### config.mk
export PLATFORM = sky130hd
export DESIGN_NAME = mvm_csr
export DESIGN_NICKNAME = d
export VERILOG_FILES = /design/src/rtl/mvm_pkg.sv /design/src/rtl/mvm_csr.sv
export SDC_FILE = /design/constraint.sdc
export NUM_CORES = 1
export LEC_CHECK = 0
export BUFFER_PORTS_ARGS = -buffer_cell sky130_fd_sc_hd__buf_2
export CAP_MARGIN = 25
export CORE_UTILIZATION = 38
export DETAILED_ROUTE_END_ITERATION = 12
export GPL_ROUTABILITY_DRIVEN = 0
export PLACE_DENSITY = 0.88
export SETUP_SLACK_MARGIN = 0.05
export SLEW_MARGIN = 20
export SYNTH_ARGS = -nofsm -noshare
export SYNTH_HDL_FRONTEND = slang
export SYNTH_SLANG_ARGS = --single-unit
### constraint.sdc
create_clock -name clock -period 4.1 [get_ports clock]
set_input_delay 0.205 -clock clock [delete_from_list [all_inputs] [get_ports clock]]
set_output_delay 0.205 -clock clock [all_outputs]
set_load 0.05 [all_outputs]
### src/rtl/mvm_pkg.sv
// ---------------------------------------------------------------------------
// mvm_pkg
// Shared sizes, codes and types of the matrix-vector multiply block.
// ---------------------------------------------------------------------------
package mvm_pkg;

   localparam int MAX_SIZE    = 1024;
   localparam int SAMPLE_BITS = 16;
   localparam int ADDR_BITS   = $clog2(MAX_SIZE);
   localparam int PROD_BITS   = 2 * SAMPLE_BITS;
   localparam int ACC_BITS    = 48;
   localparam int INDEX_BITS  = 10;
   localparam int SIZE_BITS   = 11;
   localparam int KIND_BITS   = 2;

   localparam int REQ_DATA_BITS = ((INDEX_BITS + SAMPLE_BITS + 7) / 8) * 8;
   localparam int RSP_DATA_BITS = ((INDEX_BITS + ACC_BITS + 7) / 8) * 8;

   localparam int CSR_ADDR_BITS = 3;
   localparam int CSR_DATA_BITS = 32;

   localparam logic CSR_SIZE_INDEX  = 1'b0;
   localparam logic CSR_ORDER_INDEX = 1'b1;

   localparam logic [SIZE_BITS-1:0] SIZE_RESET = SIZE_BITS'(1024);

   localparam logic [ACC_BITS-1:0] ACC_MAX = {1'b0, {(ACC_BITS-1){1'b1}}};
   localparam logic [ACC_BITS-1:0] ACC_MIN = {1'b1, {(ACC_BITS-1){1'b0}}};

   typedef enum logic [KIND_BITS-1:0] {
      KIND_LOAD   = 2'd0,
      KIND_MATRIX = 2'd1,
      KIND_READ   = 2'd2
   } kind_type;

   typedef struct packed {
      logic [SIZE_BITS-1:0] size_in_use;
      logic                 column_order;
      logic [ADDR_BITS-1:0] last_pos;
      logic                 restart;
   } cfg_type;

   typedef struct packed {
      logic                   valid;
      kind_type               kind;
      logic [INDEX_BITS-1:0]  index;
      logic [SAMPLE_BITS-1:0] value;
      logic                   in_range;
      logic [ADDR_BITS-1:0]   row;
      logic [ADDR_BITS-1:0]   col;
      logic                   column_order;
      logic                   first_col;
      logic                   last_col;
      logic                   last_row;
   } cmd_type;

endpackage

### src/rtl/mvm_csr.sv
// ---------------------------------------------------------------------------
// mvm_csr
// APB-style register file holding the matrix size and the stream order.
// ---------------------------------------------------------------------------
module mvm_csr (
   input  logic                               clock,
   input  logic                               reset,
   input  logic                               csr_psel,
   input  logic                               csr_penable,
   input  logic                               csr_pwrite,
   input  logic [mvm_pkg::CSR_ADDR_BITS-1:0]  csr_paddr,
   input  logic [mvm_pkg::CSR_DATA_BITS-1:0]  csr_pwdata,
   output logic [mvm_pkg::CSR_DATA_BITS-1:0]  csr_prdata,
   output logic                               csr_pready,
   output mvm_pkg::cfg_type                   cfg
);

   logic [mvm_pkg::SIZE_BITS-1:0] size_ff;
   logic [mvm_pkg::SIZE_BITS-1:0] size_in;
   logic                          order_ff;
   logic                          order_in;
   logic                          wr_en;
   logic                          reg_sel;
   logic [mvm_pkg::ADDR_BITS-1:0] last_pos;

   assign csr_pready = 1'b1;
   assign wr_en      = csr_psel && csr_penable && csr_pwrite && csr_pready;
   assign reg_sel    = csr_paddr[2];

   always_comb begin
      size_in  = size_ff;
      order_in = order_ff;
      if (wr_en) begin
         case (reg_sel)
            mvm_pkg::CSR_SIZE_INDEX: begin
               size_in = csr_pwdata[mvm_pkg::SIZE_BITS-1:0];
            end
            mvm_pkg::CSR_ORDER_INDEX: begin
               order_in = csr_pwdata[0];
            end
            default: begin
               size_in = size_ff;
            end
         endcase
      end
   end

   always_ff @(posedge clock) begin
      if (reset) begin
         size_ff  <= mvm_pkg::SIZE_RESET;
         order_ff <= 1'b0;
      end else begin
         size_ff  <= size_in;
         order_ff <= order_in;
      end
   end

   always_comb begin
      if (size_ff == '0) begin
         last_pos = '0;
      end else if (32'(size_ff) > mvm_pkg::MAX_SIZE) begin
         last_pos = mvm_pkg::ADDR_BITS'(mvm_pkg::MAX_SIZE - 1);
      end else begin
         last_pos = mvm_pkg::ADDR_BITS'(size_ff - 1'b1);
      end
   end

   always_comb begin
      case (reg_sel)
         mvm_pkg::CSR_SIZE_INDEX: begin
            csr_prdata = mvm_pkg::CSR_DATA_BITS'(size_ff);
         end
         mvm_pkg::CSR_ORDER_INDEX: begin
            csr_prdata = mvm_pkg::CSR_DATA_BITS'(order_ff);
         end
         default: begin
            csr_prdata = '0;
         end
      endcase
   end

   assign cfg.size_in_use  = size_ff;
   assign cfg.column_order = order_ff;
   assign cfg.last_pos     = last_pos;
   assign cfg.restart      = wr_en;

endmodule

* Yosys cells after proc, flatten, opt, wreduce, memory -nomap -nowiden
Index checks and enable logic that the tools add are counted.
Word-level totals: bits in registers 12, bits of input ports 40, logic and storage cells 13
Operators by class: $add $sub $neg 1, magnitude comparators 1, mux-type cells 3, bitwise logic cells 1, reductions and logical operators 5
Operator list (count):
- $pmux W32 S2 | 1
- $mux W10 | 2
- $gt A11 B11 Y1 const B | 1
- $logic_not A11 Y1 | 1
- $sub A10 B1 Y10 const B | 1
- $reduce_and A2 Y1 | 2
- $logic_and A1 B1 Y1 | 2
- $not A1 Y1 | 1

* Logic depth before layout (Yosys ltp)
depth after elaboration 3, depth in mapped cells 6, mapped depth without buffers 5

* Worst setup path after synthesis
OpenSTA, ideal clock, no wires.
path kind register to output, from register size_ff[0] (netlist bit), to output cfg[4] (netlist bit), arrival 2.486 ns, setup slack 1.409 ns, cell stages (with the launch flop) 6, buffers on the path 0, cell sequence dfxtp_1 inv_1 ha_1 nand4_1 nor2_1 o21ai_0
RTL lines:
- start, declared | line mvm_csr.sv:18 | logic [mvm_pkg::SIZE_BITS-1:0] size_ff;
- start signal, assigned | line mvm_csr.sv:50 | size_ff <= mvm_pkg::SIZE_RESET;
- start signal, assigned | line mvm_csr.sv:53 | size_ff <= size_in;
- end, declared | line mvm_csr.sv:15 | output mvm_pkg::cfg_type cfg

==> impl_metrics.py <==
metrics = {
    "outcome": {
        "status": "completed",
    },
    "die": {
        "die_h_um": 52.6,
        "die-area_um2": 2770,
        "start_util_pct": 42.0,
        "num_rows": 17,
        "pin_count": 96,
        "coreArea_um2": 2320,
        "dieWidth_um": 52.6,
    },
    "worst_setup_path": {
        "start_kind": "register",
        "arrival_ns": 2.03,
        "r2r-start": "size_ff[2]",
        "r2r_setup_slack_ns": 3.29,
        "r2r_cells": 2,
        "worstSetupPathType": "register to output port",
        "crit_path_end_kind": "output port",
        "cp_max_fo": 6,
        "required_ns": 3.89,
        "r2r_end": "size_ff[2]",
    },
    "drt": {
        "wl_um": 2120,
        "avgViaCountPerCell": 4.52,
        "num_vias": 932,
        "drc": 0,
        "first_pass_iters": 4,
        "wl_per_cell_um": 10.3,
        "drt-initial-drc-count": 9,
        "ant_nets": 0,
    },
    "yosys": {
        "synth_common_cells": "nand2_1 (27), buf_4 (24), a21oi_1 (12), dfxtp_1 (12), nor2b_1 (10)",
        "ys_warn_count": 0,
        "synth-xor-area-share_pct": 4.49,
        "yosys-top-cells-area": "dfxtp_1 (25%), buf_4 (18%), nand2_1 (10%)",
        "synth-seq-cells": 12,
        "synth-compound-area-share_pct": 14.1,
        "synth.most_common_cell": "nand2_1",
        "seq_area_frac_synth_pct": 24.6,
        "synth_ff_type": "dfxtp_1",
        "yosys.area.top_type": "dfxtp_1",
        "yosysTopAreaCellShare_pct": 24.6,
        "synthMuxAreaShare_pct": 0,
        "ys_types": 31,
        "synth_top_family_by_area": "simple AND/OR/NAND/NOR gates",
        "synth-edff-count": 0,
        "syn_area_um2": 975,
        "synthAdderAreaFrac_pct": 2.31,
        "synth.avg_cell_area_um2": 7.17,
        "async_flop_share_pct": 0,
        "synthCells": 136,
        "synth-simple-area-share_pct": 30.4,
    },
    "power_and_ir_drop": {
        "max-vdd-ir-drop_uv": 137,
        "leakage_nw": 0.577,
        "power.density_nw_per_um2": 293,
        "finalPower_uw": 334,
    },
    "final_layout": {
        "area_growth_syn_to_layout_pct": 17.2,
        "diodes": 0,
        "n_fill_cell": 258,
        "fin_area_um2": 1140,
        "finalNetCount": 221,
        "drive_gt1_share_pct": 32.0,
        "fin_util_pct": 49.3,
    },
    "clock_network": {
        "tritoncts": "yes",
        "clock_path_buffers": 2,
        "cts_setup_buffers": 0,
        "cts-htree-levels": 1,
        "clock_latency_ns": 0.26,
        "clkTransAtPathRegs_ns": 0.06,
        "cts_sinks": 12,
        "cts-root-buf": "clkbuf_4",
        "cts-resized-gates": 0,
        "cts_buffers": 3,
        "hold_buffers": 0,
    },
    "timing": {
        "layout_setup_ws_ns": 1.86,
        "max_freq_ghz": 0.447,
        "rsz0062_at_grt": "no",
        "skew_ns": 0,
        "tns_ns": 0,
        "max_slew_margin_pct": 48.2,
        "fin_crit_ns": 2.24,
        "setup_viol": 0,
        "hold_viol": 0,
        "finalCritPeriodShare_pct": 54.6,
        "slew_violations": 0,
        "tightestPinTransition_ns": 0.775,
    },
    "place": {
        "place_worst_setup_slack_ns": 2.12,
        "post_dp_cell_area_um2": 1120,
        "port_buffers": 50,
        "dpl.hpwl_um": 1650,
    },
    "grt": {
        "antenna_found_initial": 0,
        "grt_pass1_wl_um": 3320,
        "grt_overflow": 0,
        "grt_pass1_vias": 773,
        "grt_max_degree": 17,
        "grtUsageTotal_pct": 16.3,
    },
    "hold_path": {
        "min_to": "size_ff[10]",
        "min_from": "csr_pwdata[10]",
        "holdPathStages": 3,
        "hold_class": "primary input to register",
    },
    "job": {
        "maxCapViolCount": 0,
    },
}
[kinds of logic (layout without fill, tap and decap cells)]
logic type,Yosys count,after routing
buffers and inverters,34,56
AO/OA/AOI/OAI,23,23
other,2,22
AND/OR/NAND/NOR,58,58
XOR/XNOR,5,5
adder cells (fa/ha/maj),2,2
flip-flops,12,12
[through the flow]
stage / hold WS, ns / cells
final: 0.154 / 206
after global routing: 0.161 / 206
after CTS: 0.145 / 206
after detailed placement: 0.425 / 203
after global placement: 0.416 / 203
after floorplan: 0.274 / 156
[area by class of cell]
class                   instances  area [µm²]  share of cell area (%)
multi-input cells             110         583                    51.0
repair buffers                 50         250                    21.9
flip-flops and latches         12         240                    21.0
well taps                      28        35.0                    3.07
clock buffers                   3        22.5                    1.97
inverters                       3        11.3                   0.986
[critical path, stage by stage (launching register included)]
cell and delay, ns:
dfxtp_1 0.35, inv_1 0.12, ha_1 0.28, nand3_1 0.14
or4b_1 0.53, nand3b_1 0.09, buf_2 0.26
[power breakdown]
group	switching, mW	leakage, nW	internal (mW)
Clock	0.0334	0.0138	0.0339
Combinational	0.115	0.466	0.0281
Sequential	0.00474	0.0972	0.119
[layout by cell type, fill, tap and decap left out, drive strengths merged]
cell     n
o31a     1
a21boi   1
and3     1
nor4     1
buf     50
nand2b   2
or4b     1
xor2     3
nand2   27
a311o    1
nor2     5
nand4    2
nand3    3
a21oi   12
maj3     1
nor2b   10
a21o     2
nor3     3
inv      3
xnor2    2
dfxtp   12
a211o    1
ha       1
nand3b   2
and3b    1
clkbuf   3
o21ai    5
conb    22
[worst max path at each step]
stage / startpoint / end / slack, ns / depth (start not counted)
6_report: size_ff[0] / cfg[9] / 1.86 / 6
5_1_grt: size_ff[0] / cfg[9] / 1.70 / 6
4_1_cts: size_ff[0] / cfg[9] / 1.83 / 6
3_5_place_dp: size_ff[0] / cfg[9] / 2.12 / 6
3_3_place_gp: size_ff[0] / cfg[9] / 2.18 / 6
2_1_floorplan: size_ff[0] / cfg[4] / 1.41 / 5
[sequential cells by signal, indices dropped and copies added (netlist names)]
name	cells
size_ff	11
order_ff	1
[routing by layer]
layer / up-vias / track usage, % / share of wire (%) / routed length (µm)
met5: - / 0 / 0 / 0
met4: 0 / 10.1 / 0.75 / 16
met2: 35 / 27.4 / 50 / 1070
met1: 409 / 18.8 / 43 / 912
li1: 486 / - / - / -
met3: 2 / 2.90 / 5.8 / 123
Note: power is estimated with default switching activity, not from simulation.
