[src/rtl/mvm_pkg.sv]
// ---------------------------------------------------------------------------
// mvm_pkg
// Shared sizes, codes and types of the matrix-vector multiply block.
// ---------------------------------------------------------------------------
package mvm_pkg;

   localparam int MAX_SIZE    = 1024;
   localparam int SAMPLE_BITS = 16;
   localparam int ADDR_BITS   = $clog2(MAX_SIZE);
   localparam int PROD_BITS   = 2 * SAMPLE_BITS;
   localparam int ACC_BITS    = 48;
   localparam int INDEX_BITS  = 10;
   localparam int SIZE_BITS   = 11;
   localparam int KIND_BITS   = 2;

   localparam int REQ_DATA_BITS = ((INDEX_BITS + SAMPLE_BITS + 7) / 8) * 8;
   localparam int RSP_DATA_BITS = ((INDEX_BITS + ACC_BITS + 7) / 8) * 8;

   localparam int CSR_ADDR_BITS = 3;
   localparam int CSR_DATA_BITS = 32;

   localparam logic CSR_SIZE_INDEX  = 1'b0;
   localparam logic CSR_ORDER_INDEX = 1'b1;

   localparam logic [SIZE_BITS-1:0] SIZE_RESET = SIZE_BITS'(1024);

   localparam logic [ACC_BITS-1:0] ACC_MAX = {1'b0, {(ACC_BITS-1){1'b1}}};
   localparam logic [ACC_BITS-1:0] ACC_MIN = {1'b1, {(ACC_BITS-1){1'b0}}};

   typedef enum logic [KIND_BITS-1:0] {
      KIND_LOAD   = 2'd0,
      KIND_MATRIX = 2'd1,
      KIND_READ   = 2'd2
   } kind_type;

   typedef struct packed {
      logic [SIZE_BITS-1:0] size_in_use;
      logic                 column_order;
      logic [ADDR_BITS-1:0] last_pos;
      logic                 restart;
   } cfg_type;

   typedef struct packed {
      logic                   valid;
      kind_type               kind;
      logic [INDEX_BITS-1:0]  index;
      logic [SAMPLE_BITS-1:0] value;
      logic                   in_range;
      logic [ADDR_BITS-1:0]   row;
      logic [ADDR_BITS-1:0]   col;
      logic                   column_order;
      logic                   first_col;
      logic                   last_col;
      logic                   last_row;
   } cmd_type;

endpackage

[src/rtl/mvm_position.sv]
// ---------------------------------------------------------------------------
// mvm_position
// Row and column counters that place each streamed matrix element.
// ---------------------------------------------------------------------------
module mvm_position (
   input  logic                              clock,
   input  logic                              reset,
   input  mvm_pkg::cfg_type                  cfg,
   input  logic                              in_valid,
   input  logic                              advance,
   input  logic [mvm_pkg::KIND_BITS-1:0]     in_kind,
   input  logic [mvm_pkg::INDEX_BITS-1:0]    in_index,
   input  logic [mvm_pkg::SAMPLE_BITS-1:0]   in_value,
   output mvm_pkg::cmd_type                  cmd
);

   logic [mvm_pkg::ADDR_BITS-1:0] row_ff;
   logic [mvm_pkg::ADDR_BITS-1:0] row_in;
   logic [mvm_pkg::ADDR_BITS-1:0] col_ff;
   logic [mvm_pkg::ADDR_BITS-1:0] col_in;
   logic [mvm_pkg::ADDR_BITS-1:0] row_cur;
   logic [mvm_pkg::ADDR_BITS-1:0] col_cur;
   logic                          wrap;
   logic                          row_last;
   logic                          col_last;
   mvm_pkg::kind_type             kind;

   assign kind     = mvm_pkg::kind_type'(in_kind);
   assign wrap     = (row_ff > cfg.last_pos) || (col_ff > cfg.last_pos);
   assign row_cur  = wrap ? '0 : row_ff;
   assign col_cur  = wrap ? '0 : col_ff;
   assign row_last = (row_cur == cfg.last_pos);
   assign col_last = (col_cur == cfg.last_pos);

   always_comb begin
      row_in = row_ff;
      col_in = col_ff;
      if (cfg.restart) begin
         row_in = '0;
         col_in = '0;
      end else if (in_valid && advance && kind == mvm_pkg::KIND_MATRIX) begin
         if (cfg.column_order) begin
            row_in = row_last ? '0 : row_cur + 1'b1;
            col_in = row_last ? (col_last ? '0 : col_cur + 1'b1) : col_cur;
         end else begin
            col_in = col_last ? '0 : col_cur + 1'b1;
            row_in = col_last ? (row_last ? '0 : row_cur + 1'b1) : row_cur;
         end
      end
   end

   always_ff @(posedge clock) begin
      if (reset) begin
         row_ff <= '0;
         col_ff <= '0;
      end else begin
         row_ff <= row_in;
         col_ff <= col_in;
      end
   end

   assign cmd.valid        = in_valid;
   assign cmd.kind         = kind;
   assign cmd.index        = in_index;
   assign cmd.value        = in_value;
   assign cmd.in_range     = (32'(in_index) < mvm_pkg::MAX_SIZE);
   assign cmd.row          = row_cur;
   assign cmd.col          = col_cur;
   assign cmd.column_order = cfg.column_order;
   assign cmd.first_col    = (col_cur == '0);
   assign cmd.last_col     = col_last;
   assign cmd.last_row     = row_last;

endmodule

[config.mk]
export PLATFORM = sky130hd
export DESIGN_NAME = mvm_position
export DESIGN_NICKNAME = d
export VERILOG_FILES = /design/src/rtl/mvm_pkg.sv /design/src/rtl/mvm_position.sv
export SDC_FILE = /design/constraint.sdc
export NUM_CORES = 1
export LEC_CHECK = 0
export BUFFER_PORTS_ARGS = -buffer_cell sky130_fd_sc_hd__buf_4
export CORE_ASPECT_RATIO = 1.2
export CORE_UTILIZATION = 45
export DETAILED_ROUTE_END_ITERATION = 7
export MAX_ROUTING_LAYER = met4
export PLACE_DENSITY = 0.82
export SLEW_MARGIN = 25
export SYNTH_ARGS = -nofsm -noshare
export SYNTH_HDL_FRONTEND = slang
export SYNTH_SLANG_ARGS = --single-unit
[constraint.sdc]
create_clock -name clock -period 4.85 [get_ports clock]
set_clock_uncertainty 0.05 [all_clocks]
set_input_delay 0 -clock clock [delete_from_list [all_inputs] [get_ports clock]]
set_output_delay 0 -clock clock [all_outputs]
set_load 0.02 [all_outputs]
# == Yosys cells after proc, flatten, opt, wreduce, memory -nomap -nowiden ==
# Cells that the tools add are included.
# totals
reg_bits,20
in_bits,55
# classes
muxes,8
n_addsub,2
n_eq_ne,3
reduce_logical,5
magnitude_cmp,2
# ops
op,count
2-to-1 mux 10 bit,8
"adder 10 x 1 -> 10 bit, second input constant",2
== test 10 bit,2
> comparator 10 bit,2
zero test 10 bit,1
"== test 2 x 1 -> 1 bit, second input constant",1
logical AND 1 bit,2
OR reduction 2 bit,1
logical OR 1 bit,1

# == Longest topological paths before layout ==
# depth
word_depth,7
depth_mapped,17
depth_no_buf,13

# == Worst setup path after synthesis ==
# No wires, ideal clock.
# synth_timing
path_kind,reg2reg
start,reg col_ff[3] in the netlist's numbering
end,reg col_ff[8] in the netlist's numbering
setup_time_ns,0.095
stages_incl_launch_ff,16
path_buffers,3
arrival_time_ns,4.358
period_less_slack_ns,4.503
slack_ns,0.347
cell_sequence,dfxtp_1 -> ha_1 -> a211oi_2 -> nor2_1 -> or4_4 -> a22oi_4 -> clkbuf_1 -> clkbuf_1 -> clkbuf_1 -> nand2_1 -> inv_1 -> ha_1 -> nand4_4 -> or4_4 -> or4_1 -> a221oi_1
# synth_rtl
item,line_no,rtl
from (decl),mvm_position.sv:19,logic [mvm_pkg::ADDR_BITS-1:0] col_ff;
from (signal assigned),mvm_position.sv:58,col_ff <= col_in;

# == Worst setup path in the final report ==
# layout_timing
start,reg row_ff[3] in the netlist's numbering
end,reg col_ff[8] in the netlist's numbering
# layout_between
elab_chain_len,7
word_cells_on_any_way,10
classes_between,add/sub (1); order compare (1); eq/ne (2); mux (5); reduce/logical (1)
# layout_rtl
item,line_no,rtl
from (decl),mvm_position.sv:17,logic [mvm_pkg::ADDR_BITS-1:0] row_ff;
from (signal assigned),mvm_position.sv:57,row_ff <= row_in;
> comparator 10 bit,mvm_position.sv:29,assign wrap = (row_ff > cfg.last_pos) || (col_ff > cfg.last_pos);
logical OR 1 bit,mvm_position.sv:29,
2-to-1 mux 10 bit,mvm_position.sv:31,assign col_cur = wrap ? '0 : col_ff;
adder 10 x 1 -> 10 bit / == test 10 bit (equally long branches),"mvm_position.sv:44, mvm_position.sv:46, mvm_position.sv:33",
2-to-1 mux 10 bit,"mvm_position.sv:44, mvm_position.sv:46",
2-to-1 mux 10 bit,mvm_position.sv:44,col_in = row_last ? (col_last ? '0 : col_cur + 1'b1) : col_cur;
2-to-1 mux 10 bit (*),mvm_position.sv:42,if (cfg.column_order) begin
# Every way passes the cells marked *; elsewhere a longest branch is shown, timed or not.
# A chain may end at the register's enable or synchronous reset.

==> metrics <==
Setup CP Type=reg2reg; Leakage=1.326 nW; Worst R2R Path Depth=12; antenna fix cells=0; Seq cells post-synth=20; headroom to the max-slew limit=31.12%; min setup slack post-route=0.8534 ns; Post-Synthesis Cells=366; nets=469; Internal=0.2819 mW; wirelength, routed=8220 um; Area Growth Syn to Fin=16.30%; DRC Markers=0; H-tree depth=1; fin crit share=82.40%; crit end category=register; # hold bufs at CTS=26; largest net degree at the start of global routing=33; worst hold margin=0.1371 ns; Syn Nets=444; critical-path maximum fanout=9; Fillers=579; Final Power=0.4170 mW; Row Count=30; Post-synth EDFFs=0; clk_lat worst skew=0.27 ns; Clock power frac=32.3%; Primary FF master, synth=dfxtp_1; net switching power figure=0.1351 mW; worst-path cell with the longest stage delay=dfxtp_1; Syn Std Cell Area=2740 um^2; flop2flop setup slack=0.85 ns; routed vias=3065; router iterations before antenna repair=6; area of the core=5781 um^2; Reg2Reg Launch Point=row_ff[3]$_SDFFE_PP0P_; Logic pwr share=27.7%; cts bufs inserted=3; layout cells sized above 1=17.69%; final slew viol count=0; Critical R2R Capture=col_ff[8]$_SDFFE_PP0P_; Hold Crit Class=in2reg; worst hold stages=3; I/O Buffers=44; fin area=3187 um^2; status=finished, final reports clean; CTS tree=yes; initial antenna violation count=0; CTS Root Cell=clkbuf_8; Slew @ Worst Pin=1.033 ns; register share of total power=40.0%; fin crit period=3.997 ns; first-pass GRT wire length=12970 um; number of max-cap violations=0; Cell Chain, Critical Path=ha_1 > a21o_1 > a21o_1 > a221o_1 > a22oi_4 > nand2_1 > inv_1 > ha_1 > nand4_4 > or4_4 > or4_1 > a221oi_1; Die Area=6407 um^2; post-synthesis average cell area=7.487 um^2; top achievable clock speed=250.2 MHz; Ports=109; kind of cell adding the most delay to the critical path=compound AO/OA/AOI/OAI gates; Starting Density=47.40%; Distinct cells, synth=68; Hold EP=row_ff[7]$_SDFFE_PP0P_; wire per inst=17.49 um; gr ovfl total=0; total number of yosys warnings=0; post-CTS sizing=0; buffers inserted by post-CTS timing repair=0; Async SR Flop Fraction=0%; Worst path max stage delay=0.56 ns; gr usage total=26.31%; power per cell area=130.9 nW/um^2; setup TNS=0 ns; Die Ht=87.48 um; Num Clock Sinks=20; die width=73.24 um; vias in the first global route=2712; maximum vdd drop=146.9 uV; RSZ-0062 raised after global routing=no; dpl hpwl=5854 um; CP arrival=4.12 ns; Max Root-Sink Buffers=2; routability cong.=0.9703; Clk pin slew, worst setup/hold paths=0.08 ns; Final ANT Viol Nets=0; Worst Path Buf+Inv=1; Area after DPL=2865 um^2; Min-Delay Startpoint=reset; final hold vios=0; net switching fraction of the power=32.39%; sequential area share after synthesis=14.61%; final setup fails=0; pre-CTS WS=0.9508 ns; Iter 0 DRT Violations=218; WP data required=4.98 ns; vias per cell=6.521; startpoint types=register
==> layout make-up <==
cell class              instances  area (um^2)  share of cell area [%]
clock buffers                   4        55.05                   1.728
inverters                      26        97.59                   3.062
multi-input cells             268         1928                   60.50
flip-flops and latches         20        400.4                   12.56
well taps                      80        100.1                   3.141
repair buffers                 72        605.6                   19.00
==> power by group through the flow <==
| stage | clock [mW] | sequential [mW] | combinational [mW] |
|---|---|---|---|
| after floorplan | 0 | 0.170 | 0.0818 |
| after global placement | 0 | 0.170 | 0.0793 |
| after detailed placement | 0 | 0.170 | 0.0803 |
| after CTS | 0.135 | 0.167 | 0.113 |
| after global routing | 0.145 | 0.167 | 0.124 |
| final | 0.135 | 0.167 | 0.115 |
==> registers in the layout, indices dropped and copies added, names as in the netlist <==
register  count
col_ff       10
row_ff       10
==> layout by cell type (no fill, tap or decap), types with 15 or more instances in the layout <==
cell | netlist | final
o21ai_0 | 18 | 18
a21oi_1 | 19 | 19
dlygate4sd3_1 | 0 | 26
inv_1 | 23 | 23
nand4_1 | 15 | 15
ha_1 | 23 | 23
nor2_1 | 18 | 18
dfxtp_1 | 20 | 20
nand2_1 | 22 | 22
buf_4 | 33 | 46
==> Yosys cell counts, types with 2 or more instances <==
cell type / instances / area [um^2]
nor4_1: 4 / 25.02
a41oi_1: 2 / 17.52
a21o_1: 4 / 30.03
o2bb2ai_1: 2 / 17.52
inv_2: 3 / 11.26
or4_1: 7 / 52.55
a31oi_1: 6 / 37.54
o32a_1: 5 / 50.05
and3_1: 6 / 37.54
ha_1: 23 / 287.8
nor3_1: 4 / 20.02
o21ai_1: 2 / 10.01
and2_1: 14 / 87.58
a222oi_1: 3 / 30.03
buf_4: 33 / 247.7
clkbuf_1: 17 / 63.81
a21oi_2: 2 / 17.52
o21ai_0: 18 / 90.09
nand2_1: 22 / 82.58
a221o_1: 2 / 20.02
o21a_1: 3 / 22.52
o22ai_1: 3 / 18.77
o31a_1: 2 / 17.52
nand4_1: 15 / 93.84
a221oi_1: 3 / 26.28
o41ai_1: 2 / 17.52
a311oi_1: 2 / 17.52
nand3_1: 14 / 70.07
o211ai_1: 8 / 60.06
o31ai_1: 5 / 37.54
a211oi_1: 4 / 30.03
dfxtp_1: 20 / 400.4
or4_4: 2 / 22.52
xor2_1: 7 / 61.31
nor2_1: 18 / 67.56
inv_1: 23 / 86.33
a21oi_1: 19 / 95.09
o41a_1: 3 / 33.78
or3_1: 5 / 31.28
==> worst min-delay path: stages <==
cell     delay, ns
buf_4         0.08
or2_2         0.26
a31oi_1       0.06
==> kinds of logic (layout without fill, tap and decap cells) <==
| family | count (synthesis) | in the layout | synth area share [%] |
|---|---|---|---|
| other | 1 | 1 | 0.1369 |
| AOI/OAI and AO/OA | 116 | 116 | 31.97 |
| adders and majority gates | 23 | 23 | 10.50 |
| and+or+nand+nor | 119 | 119 | 24.61 |
| muxes | 1 | 1 | 0.3653 |
| xor gates and xnor gates | 8 | 8 | 2.557 |
| buffers and inverters | 78 | 102 | 15.25 |
| DFF | 20 | 20 | 14.61 |
==> layer usage <==
metal  track usage, %  vias up  part of all wire (%)
met5                -        -                     0
met4            10.70        0                   2.4
met3            1.042       23                   8.7
met2            41.33      205                    46
met1            35.19     1418                    42
li1                 -     1419                     -
==> worst max-delay path by stage <==
| stage | from | end | slack (ns) | depth (start not counted) |
|---|---|---|---|---|
| 2_1_floorplan | col_ff[3]$_SDFFE_PP0P_ | col_ff[8]$_SDFFE_PP0P_ | 0.35 | 15 |
| 3_3_place_gp | row_ff[3]$_SDFFE_PP0P_ | col_ff[8]$_SDFFE_PP0P_ | 1.03 | 12 |
| 3_5_place_dp | row_ff[3]$_SDFFE_PP0P_ | col_ff[8]$_SDFFE_PP0P_ | 0.95 | 12 |
| 4_1_cts | row_ff[3]$_SDFFE_PP0P_ | col_ff[8]$_SDFFE_PP0P_ | 0.92 | 12 |
| 5_1_grt | row_ff[3]$_SDFFE_PP0P_ | col_ff[8]$_SDFFE_PP0P_ | 0.69 | 12 |
| 6_report | row_ff[3]$_SDFFE_PP0P_ | col_ff[8]$_SDFFE_PP0P_ | 0.85 | 12 |
==> per-stage QoR <==
step,std cells,utilization [%]
3_5_place_dp,440,49.57
2_1_floorplan,366,-
3_3_place_gp,440,49.57
6_report,470,55.13
5_1_grt,470,55.13
4_1_cts,470,55.02
Note: power is estimated with default switching activity, not from simulation.
